--- config.mk ---
export PLATFORM = sky130hd
export DESIGN_NAME = macho_header_command_parser
export DESIGN_NICKNAME = d
export VERILOG_FILES = /design/src/hw/rtl/mhcp_pkg.sv /design/src/hw/rtl/mhcp_front.sv /design/src/hw/rtl/mhcp_queue.sv /design/src/hw/rtl/mhcp_back.sv /design/src/hw/rtl/macho_header_command_parser.sv
export SDC_FILE = /design/constraint.sdc
export NUM_CORES = 1
export LEC_CHECK = 0
export BUFFER_PORTS_ARGS = -buffer_cell sky130_fd_sc_hd__buf_4
export CAP_MARGIN = 20
export CORE_ASPECT_RATIO = 0.75
export CORE_MARGIN = 2
export CORE_UTILIZATION = 30
export CTS_CLUSTER_DIAMETER = 60
export DETAILED_ROUTE_END_ITERATION = 12
export PLACE_DENSITY_LB_ADDON = 0.12
export SLEW_MARGIN = 20
export SYNTH_ARGS = -nofsm -noshare
export SYNTH_HDL_FRONTEND = slang
export SYNTH_HIERARCHICAL = 1
export SYNTH_SLANG_ARGS = --single-unit
export TNS_END_PERCENT = 5
--- constraint.sdc ---
create_clock -name clk -period 21.4 [get_ports clk]
set_clock_uncertainty 0.1 [all_clocks]
set_input_delay 2.14 -clock clk [delete_from_list [all_inputs] [get_ports clk]]
set_output_delay 2.14 -clock clk [all_outputs]
set_load 0.005 [all_outputs]
--- src/hw/rtl/mhcp_pkg.sv ---
// shared types and constants for the mach-o header and load command parser
package mhcp_pkg;

  localparam int POSITION_BITS = 32;
  localparam int CMP_BITS      = (POSITION_BITS > 33) ? POSITION_BITS : 33;
  localparam int QUEUE_DEPTH   = 2;
  localparam int QPTR_BITS     = (QUEUE_DEPTH > 1) ? $clog2(QUEUE_DEPTH) : 1;
  localparam int QCNT_BITS     = $clog2(QUEUE_DEPTH + 1);

  localparam logic [31:0] MAGIC_64       = 32'hfeedfacf;
  localparam logic [31:0] CODE_BUILD     = 32'h00000032;
  localparam logic [31:0] CODE_MIN_MAC   = 32'h00000024;
  localparam logic [31:0] CODE_MIN_IOS   = 32'h00000025;
  localparam logic [31:0] CODE_MIN_TV    = 32'h0000002f;
  localparam logic [31:0] CODE_MIN_WATCH = 32'h00000030;
  localparam logic [32:0] HEADER_BYTES   = 33'd32;

  localparam logic [4:0] HDR_MAGIC_END  = 5'd3;
  localparam logic [4:0] HDR_CPU_END    = 5'd7;
  localparam logic [4:0] HDR_TYPE_END   = 5'd15;
  localparam logic [4:0] HDR_NCMDS_END  = 5'd19;
  localparam logic [4:0] HDR_SIZE_END   = 5'd23;
  localparam logic [4:0] HDR_LAST       = 5'd31;

  localparam logic [31:0] CMD_CODE_END  = 32'd3;
  localparam logic [31:0] CMD_LEN_END   = 32'd7;
  localparam logic [31:0] CMD_VMIN_END  = 32'd11;
  localparam logic [31:0] CMD_BUILD_END = 32'd15;

  typedef struct packed {
    logic [7:0] data_byte;
    logic       last_byte;
  } in_beat_t;

  typedef struct packed {
    logic        slice_ok;
    logic [31:0] cpu_type;
    logic [31:0] file_type;
    logic [31:0] min_os_version;
  } out_beat_t;

  typedef struct packed {
    logic [7:0]               data_byte;
    logic                     last_byte;
    logic                     in_header;
    logic [4:0]               header_index;
    logic [POSITION_BITS-1:0] position_after;
  } tagged_beat_t;

endpackage

--- src/hw/rtl/mhcp_front.sv ---
// front end: byte position counter and header tagging of incoming beats
module mhcp_front
  import mhcp_pkg::*;
(
  input  logic         clk,
  input  logic         rst,
  input  logic         in_valid,
  output logic         in_ready,
  input  in_beat_t     in_data,
  output logic         push,
  output tagged_beat_t push_data,
  input  logic         queue_full
);

  logic [POSITION_BITS-1:0] position;
  logic [POSITION_BITS-1:0] position_next;
  logic [POSITION_BITS-1:0] position_sat;

  assign in_ready = !queue_full;
  assign push     = in_valid && in_ready;

  assign position_sat = (position == {POSITION_BITS{1'b1}}) ? position
                        : position + {{(POSITION_BITS-1){1'b0}}, 1'b1};

  always_comb begin
    push_data.data_byte      = in_data.data_byte;
    push_data.last_byte      = in_data.last_byte;
    push_data.in_header      = (position[POSITION_BITS-1:5] == '0);
    push_data.header_index   = position[4:0];
    push_data.position_after = position_sat;
  end

  always_comb begin
    position_next = position;
    if (push) begin
      position_next = in_data.last_byte ? '0 : position_sat;
    end
  end

  always_ff @(posedge clk) begin
    if (rst) begin
      position <= '0;
    end else begin
      position <= position_next;
    end
  end

endmodule

--- src/hw/rtl/mhcp_queue.sv ---
// short fifo of tagged beats between front and back
module mhcp_queue
  import mhcp_pkg::*;
(
  input  logic         clk,
  input  logic         rst,
  input  logic         push,
  input  tagged_beat_t push_data,
  output logic         full,
  input  logic         pop,
  output logic         head_valid,
  output tagged_beat_t head_data
);

  tagged_beat_t          entries [QUEUE_DEPTH];
  logic [QPTR_BITS-1:0]  wr_ptr;
  logic [QPTR_BITS-1:0]  rd_ptr;
  logic [QCNT_BITS-1:0]  count;
  logic [QCNT_BITS-1:0]  count_next;

  assign full       = (count == QCNT_BITS'(QUEUE_DEPTH));
  assign head_valid = (count != '0);
  assign head_data  = entries[rd_ptr];

  always_comb begin
    count_next = count;
    if (push && !pop) begin
      count_next = count + 1'b1;
    end else if (!push && pop) begin
      count_next = count - 1'b1;
    end
  end

  always_ff @(posedge clk) begin
    if (push) begin
      entries[wr_ptr] <= push_data;
    end
  end

  always_ff @(posedge clk) begin
    if (rst) begin
      wr_ptr <= '0;
      rd_ptr <= '0;
      count  <= '0;
    end else begin
      count <= count_next;
      if (push) begin
        wr_ptr <= (wr_ptr == QPTR_BITS'(QUEUE_DEPTH - 1)) ? '0 : wr_ptr + 1'b1;
      end
      if (pop) begin
        rd_ptr <= (rd_ptr == QPTR_BITS'(QUEUE_DEPTH - 1)) ? '0 : rd_ptr + 1'b1;
      end
    end
  end

endmodule

--- src/hw/rtl/mhcp_back.sv ---
// back end: header checks, load command walk and result register
module mhcp_back
  import mhcp_pkg::*;
(
  input  logic         clk,
  input  logic         rst,
  input  logic         head_valid,
  input  tagged_beat_t head_data,
  output logic         pop,
  output logic         out_valid,
  input  logic         out_ready,
  output out_beat_t    out_data
);

  logic [31:0] word_assembly, word_assembly_next;
  logic [31:0] cpu_word, cpu_word_next;
  logic [31:0] type_word, type_word_next;
  logic [31:0] commands_left, commands_left_next;
  logic [31:0] command_region_size, command_region_size_next;
  logic [31:0] command_offset, command_offset_next;
  logic [31:0] command_code, command_code_next;
  logic [31:0] command_length, command_length_next;
  logic [31:0] version_word, version_word_next;
  logic [31:0] in_command, in_command_next;
  logic        build_seen, build_seen_next;
  logic        failed, failed_next;
  logic        out_valid_next;
  out_beat_t   out_data_next;

  logic [31:0]         k_inc;
  logic [31:0]         length_eff;
  logic [31:0]         offset_sum;
  logic [31:0]         left_dec;
  logic                vmin_code;
  logic [CMP_BITS-1:0] pos_ext;
  logic [CMP_BITS-1:0] need_ext;
  logic                ok;

  assign pop = head_valid && (!head_data.last_byte || !out_valid || out_ready);

  assign vmin_code = (command_code == CODE_MIN_MAC) || (command_code == CODE_MIN_IOS) ||
                     (command_code == CODE_MIN_TV) || (command_code == CODE_MIN_WATCH);

  assign k_inc      = in_command + 32'd1;
  assign length_eff = (in_command == CMD_LEN_END) ? word_assembly_next : command_length;
  assign offset_sum = command_offset + length_eff;
  assign left_dec   = commands_left - 32'd1;

  always_comb begin
    word_assembly_next       = word_assembly;
    cpu_word_next            = cpu_word;
    type_word_next           = type_word;
    commands_left_next       = commands_left;
    command_region_size_next = command_region_size;
    command_offset_next      = command_offset;
    command_code_next        = command_code;
    command_length_next      = command_length;
    version_word_next        = version_word;
    in_command_next          = in_command;
    build_seen_next          = build_seen;
    failed_next              = failed;

    if (pop) begin
      word_assembly_next = {head_data.data_byte, word_assembly[31:8]};
      if (!failed) begin
        if (head_data.in_header) begin
          case (head_data.header_index)
            HDR_MAGIC_END: begin
              if (word_assembly_next != MAGIC_64) begin
                failed_next = 1'b1;
              end
            end
            HDR_CPU_END:   cpu_word_next = word_assembly_next;
            HDR_TYPE_END:  type_word_next = word_assembly_next;
            HDR_NCMDS_END: commands_left_next = word_assembly_next;
            HDR_SIZE_END:  command_region_size_next = word_assembly_next;
            HDR_LAST: begin
              command_offset_next = '0;
              in_command_next     = '0;
              if (commands_left != '0 && command_region_size < 32'd8) begin
                failed_next = 1'b1;
              end
            end
            default: ;
          endcase
        end else if (commands_left != '0) begin
          if (in_command == CMD_CODE_END) begin
            command_code_next = word_assembly_next;
          end
          if (in_command == CMD_LEN_END) begin
            command_length_next = word_assembly_next;
          end
          if (in_command == CMD_LEN_END && (word_assembly_next < 32'd8 ||
              word_assembly_next > command_region_size - command_offset)) begin
            failed_next = 1'b1;
          end else begin
            if (in_command == CMD_VMIN_END && !build_seen &&
                command_length >= 32'd12 && vmin_code) begin
              version_word_next = word_assembly_next;
            end
            if (in_command == CMD_BUILD_END && command_code == CODE_BUILD &&
                command_length >= 32'd16) begin
              version_word_next = word_assembly_next;
              build_seen_next   = 1'b1;
            end
            if (k_inc >= 32'd8 && k_inc == length_eff) begin
              command_offset_next = offset_sum;
              commands_left_next  = left_dec;
              in_command_next     = '0;
              if (left_dec != '0 &&
                  ({1'b0, offset_sum} + 33'd8) > {1'b0, command_region_size}) begin
                failed_next = 1'b1;
              end
            end else begin
              in_command_next = k_inc;
            end
          end
        end
      end
    end
  end

  assign pos_ext  = CMP_BITS'(head_data.position_after);
  assign need_ext = CMP_BITS'(HEADER_BYTES + {1'b0, command_region_size_next});
  assign ok = !failed_next && (pos_ext >= CMP_BITS'(HEADER_BYTES)) &&
              (pos_ext >= need_ext) && (commands_left_next == '0);

  always_comb begin
    out_valid_next = out_valid;
    out_data_next  = out_data;
    if (out_valid && out_ready) begin
      out_valid_next = 1'b0;
    end
    if (pop && head_data.last_byte) begin
      out_valid_next               = 1'b1;
      out_data_next.slice_ok       = ok;
      out_data_next.cpu_type       = ok ? cpu_word_next : '0;
      out_data_next.file_type      = ok ? type_word_next : '0;
      out_data_next.min_os_version = ok ? version_word_next : '0;
    end
  end

  always_ff @(posedge clk) begin
    out_data <= out_data_next;
  end

  always_ff @(posedge clk) begin
    if (rst || (pop && head_data.last_byte)) begin
      word_assembly       <= '0;
      cpu_word            <= '0;
      type_word           <= '0;
      commands_left       <= '0;
      command_region_size <= '0;
      command_offset      <= '0;
      command_code        <= '0;
      command_length      <= '0;
      version_word        <= '0;
      in_command          <= '0;
      build_seen          <= 1'b0;
      failed              <= 1'b0;
    end else begin
      word_assembly       <= word_assembly_next;
      cpu_word            <= cpu_word_next;
      type_word           <= type_word_next;
      commands_left       <= commands_left_next;
      command_region_size <= command_region_size_next;
      command_offset      <= command_offset_next;
      command_code        <= command_code_next;
      command_length      <= command_length_next;
      version_word        <= version_word_next;
      in_command          <= in_command_next;
      build_seen          <= build_seen_next;
      failed              <= failed_next;
    end
  end

  always_ff @(posedge clk) begin
    if (rst) begin
      out_valid <= 1'b0;
    end else begin
      out_valid <= out_valid_next;
    end
  end

endmodule

--- src/hw/rtl/macho_header_command_parser.sv ---
// top level of the streaming 64-bit mach-o header and load command parser
//
// input channel: one image byte per beat (data_byte) with last_byte set on
// the final byte of the image. output channel: one result beat per image,
// produced when the beat carrying last_byte has been processed.
// throughput: one input beat per cycle, sustained, as long as results are
// taken; the byte position counter in the front end and the parse step in
// the back end each handle one byte per clock.
// result path: the last beat is written into the queue, popped from its head
// once no result is held or the held one is taken, and loads the result register.
// a two-entry queue separates front and back; while a result is held
// because out_ready is low, bytes of the next image keep flowing in until
// the next last beat reaches the head of the queue, then in_ready drops
// once the queue fills.
// reset clears the position counter, queue pointers, parse state and out_valid;
// the result data is not reset. all parse state also returns to zero
// after each image. failed images report slice_ok low with all other fields zero.
module macho_header_command_parser
  import mhcp_pkg::*;
(
  input  logic      clk,
  input  logic      rst,
  input  logic      in_valid,
  output logic      in_ready,
  input  in_beat_t  in_data,
  output logic      out_valid,
  input  logic      out_ready,
  output out_beat_t out_data
);

  logic         push;
  tagged_beat_t push_data;
  logic         queue_full;
  logic         pop;
  logic         head_valid;
  tagged_beat_t head_data;

  mhcp_front u_front (
    .clk        (clk),
    .rst        (rst),
    .in_valid   (in_valid),
    .in_ready   (in_ready),
    .in_data    (in_data),
    .push       (push),
    .push_data  (push_data),
    .queue_full (queue_full)
  );

  mhcp_queue u_queue (
    .clk        (clk),
    .rst        (rst),
    .push       (push),
    .push_data  (push_data),
    .full       (queue_full),
    .pop        (pop),
    .head_valid (head_valid),
    .head_data  (head_data)
  );

  mhcp_back u_back (
    .clk        (clk),
    .rst        (rst),
    .head_valid (head_valid),
    .head_data  (head_data),
    .pop        (pop),
    .out_valid  (out_valid),
    .out_ready  (out_ready),
    .out_data   (out_data)
  );

  a_fail_zero: assert property (@(posedge clk) disable iff (rst)
    out_valid && !out_data.slice_ok |->
      out_data.cpu_type == '0 && out_data.file_type == '0 &&
      out_data.min_os_version == '0)
    else $error("failed result carries nonzero fields");

  a_stall_backed: assert property (@(posedge clk) disable iff (rst)
    !in_ready |-> head_valid)
    else $error("input stalled with empty queue");

  a_result_follows: assert property (@(posedge clk) disable iff (rst)
    pop && head_data.last_byte |=> out_valid)
    else $error("last beat popped without result");

endmodule
==> run_results.csv <==
group,metric,value,unit
run_status,run_status,"finished, final reports clean",
setup_path,crit_required,21.80,ns
sta,report.final.slew_viol_count,0,
pwr,p_per_area,97.6,mW/mm^2
synthesis,syn_area,0.0320,mm^2
sta,worstMarginPinSlew,1.08,ns
synthesis,seq_area_frac_synth,0.404,
clock_tree,cts_max_level,3,
sta,finalSetupTns,0,ns
die,die_w,381,um
setup_path,startpoint,"u_back/command_offset[0]",
sta,fmax,92.6,MHz
die,coreArea,0.106,mm^2
clock_tree,clk_latency,0.68,ns
clock_tree,cts_tree,"done",
drt,drt-initial-drc-count,2896,
synthesis,synth.distinct_cells,96,
final_layout,layout_commonest_cell,"dfxtp_1",
global_routing,grt_start_max_net_pins,95,
drt,first_pass_iters,6,
global_routing,grt.total_usage,0.209,
sta,setup_violations,0,
setup_path,r2r_end,"u_back/out_data[29]",
sta,rsz0062_at_grt,"false",
final_layout,drive_above_1_share,0.123,
setup_path,worst_setup_path_start_kind,"flop",
clock_tree,path_clk_slew,0.06,ns
setup_path,crit_path_frequent_cell,"a21oi_1",
synthesis,synthTopCellsByArea,"dfxtp_1 (23%), edfxtp_1 (18%), ha_1 (6.6%)",
global_routing,grt_pass1_wl,172000,um
global_routing,grt.overflow.total,0,
drt,vias,26662,
clock_tree,cts_setup_buffers,0,
clock_tree,cts_buffers,68,
global_routing,antenna_found_initial,11,
setup_path,criticalPathCategory,"flop to flop",
drt,drc,0,
setup_path,rrSetupSlack,10.60,ns
die,io_pins,112,
final_layout,layout.nets,3763,
synthesis,ys_ff_latch,551,
final_layout,syn2layout_area_growth,14.2,%
setup_path,crit_slowest_cell,"nor3_1",
placed_design,io_buffers,111,
pwr,vdd_drop_max,0.0641,mV
synthesis,ys_async_sr_fraction,0,
pwr,p_leak,13.4,nW
setup_path,worst-path-max-fanout,56,
synthesis,ys.flop_type,"dfxtp_1",
drt,finalWirelength,117000,um
sta,final-hold-violation-count,0,
synthesis,yosys_warnings,6,
global_routing,grt_pass1_vias,24535,
synthesis,avgSynthCellArea,8.98,um^2
drt,drt-wirelength-per-cell,23.1,um
die,die_h,287,um
final_layout,max_flop_register,"u_back/out_data",
clock_tree,ctsResizeCount,0,
job,drv_cap,0,
clock_tree,clock_sinks,551,
synthesis,synth_cells,3565,
setup_path,crit_path_end_kind,"flop",
clock_tree,clockRootBuffer,"clkbuf_16",
synthesis,synth_edf_count,191,
setup_path,cpPeakStageDelay,0.73,ns
clock_tree,clockBufferDepth,3,
setup_path,endpoint,"u_back/out_data[29]",
placed_design,dpl.cell_count,4927,
final_layout,mostFrequentLayoutCells,"dfxtp_1 (358), nor2_1 (346), nand2_1 (331)",
die,initial_utilization,0.303,
synthesis,synth_top_area_cell,"dfxtp_1",
sta,fin_crit,10.80,ns
synthesis,synth_fp_nets,3748,
synthesis,synth_top_area_share,0.225,
setup_path,cp.arrival,11.20,ns
sta,timing.final.crit_share,0.505,
drt,routed_via_density,5.28,
sta,maxSlewHeadroom,0.277,
setup_path,r2r-start,"u_back/command_offset[0]",
min_path,min_path_type,"flop to flop",
final_layout,final_cells,5052,
drt,drtAntennaViolNets,0,
die,die_area,0.109,mm^2
placed_design,gp_congestion,0.888,
final_layout,diodes,0,
die,core.rowCount,103,
final_layout,top_regs,"u_back/out_data (97), u_queue/entries (94)",
pwr,power.total,3.57,mW
final_layout,largest_reg_flops,97,
clock_tree,cts_hold_buf,0,
placed_design,dp_hpwl,82000,um
setup_path,rr_worst_depth,33,
## layout make-up
type | instances | area, um^2
Clock buffer | 87 | 1910
Clock inverter | 38 | 513
Fill cell | 10881 | 69000
Inverter | 168 | 631
Multi-Input combinational cell | 2606 | 17400
Sequential cell | 551 | 12900
Tap cell | 1417 | 1770
Timing Repair Buffer | 185 | 1390
## per-stage QoR
stage / hold WS, ns / area, um^2 / worst slack (ns) / utilization
CTS: 0.353 / 36600 / 10.78 / 0.347
detailed placement: 0.344 / 34200 / 10.50 / 0.324
global placement: 0.341 / 34200 / 10.55 / 0.324
global route: 0.384 / 36600 / 9.96 / 0.347
floorplan: 0.331 / 32000 / 12.32 / -
finish: 0.350 / 36600 / 10.60 / 0.347
## worst min path at each step
| stage | start | end | cells after the start | slack [ns] |
|---|---|---|---|---|
| after floorplan | u_back/build_seen | u_back/build_seen | 2 | 0.33 |
| after global placement | u_back/command_length[2] | u_back/command_length[2] | 2 | 0.34 |
| after detailed placement | u_back/command_code[5] | u_back/command_code[5] | 2 | 0.34 |
| after CTS | u_back/command_length[1] | u_back/command_length[1] | 2 | 0.35 |
| after global routing | u_back/command_code[9] | u_back/command_code[9] | 2 | 0.38 |
| final | u_back/command_code[5] | u_back/command_code[5] | 2 | 0.35 |
## report_power, final
part / leakage, nW / switching [mW] / internal, mW
Sequential: 4.73 / 0.0597 / 1.20
Clock: 1.17 / 0.526 / 0.709
Combinational: 7.46 / 0.763 / 0.314
Total: 13.4 / 1.35 / 2.22
## worst max-delay path, delay by kind of cell (launching register included)
family | cells | cell delay [ns]
multiplexers | 1 | 0.39
buffers and inverters | 2 | 0.72
AO/OA/AOI/OAI | 16 | 4.16
flip-flops | 1 | 0.39
XOR/XNOR | 1 | 0.18
AND/OR/NAND/NOR | 10 | 3.73
adder cells (fa/ha/maj) | 3 | 0.87
## synthesized netlist by cell type (all sizes together) (30+ instances only)
| cell type | n |
|---|---|
| a21o | 42 |
| a21oi | 201 |
| a31oi | 32 |
| and2 | 30 |
| and3 | 42 |
| buf | 80 |
| clkbuf | 158 |
| dfxtp | 360 |
| edfxtp | 191 |
| ha | 168 |
| inv | 166 |
| mux2 | 62 |
| mux2i | 175 |
| nand2 | 333 |
| nand3 | 92 |
| nand4 | 86 |
| nor2 | 347 |
| nor2b | 31 |
| nor3 | 174 |
| nor4 | 87 |
| o21ai | 126 |
| xnor2 | 161 |
| xor2 | 85 |
## cells by family (layout without fill, tap and decap cells)
| family | after synthesis | count (layout) | synth area share |
|---|---|---|---|
| AO/OA/AOI/OAI | 591 | 591 | 0.115 |
| multiplexers | 237 | 237 | 0.0765 |
| buffers and inverters | 408 | 478 | 0.0543 |
| adder cells (fa/ha/maj) | 170 | 170 | 0.0669 |
| XOR/XNOR | 246 | 246 | 0.0673 |
| AND/OR/NAND/NOR | 1362 | 1362 | 0.216 |
| flip-flops | 551 | 551 | 0.404 |
## layer usage
metal / part of all wire / routed length [um] / track usage / vias to the layer above
met5: 0.00045 / 52 / 0 / -
met2: 0.40 / 47300 / 0.290 / 788
met3: 0.060 / 6990 / 0.0355 / 126
met1: 0.52 / 60400 / 0.330 / 12965
met4: 0.018 / 2070 / 0.0451 / 8
li1: - / - / - / 12775
(Power assumes the default switching activity.)
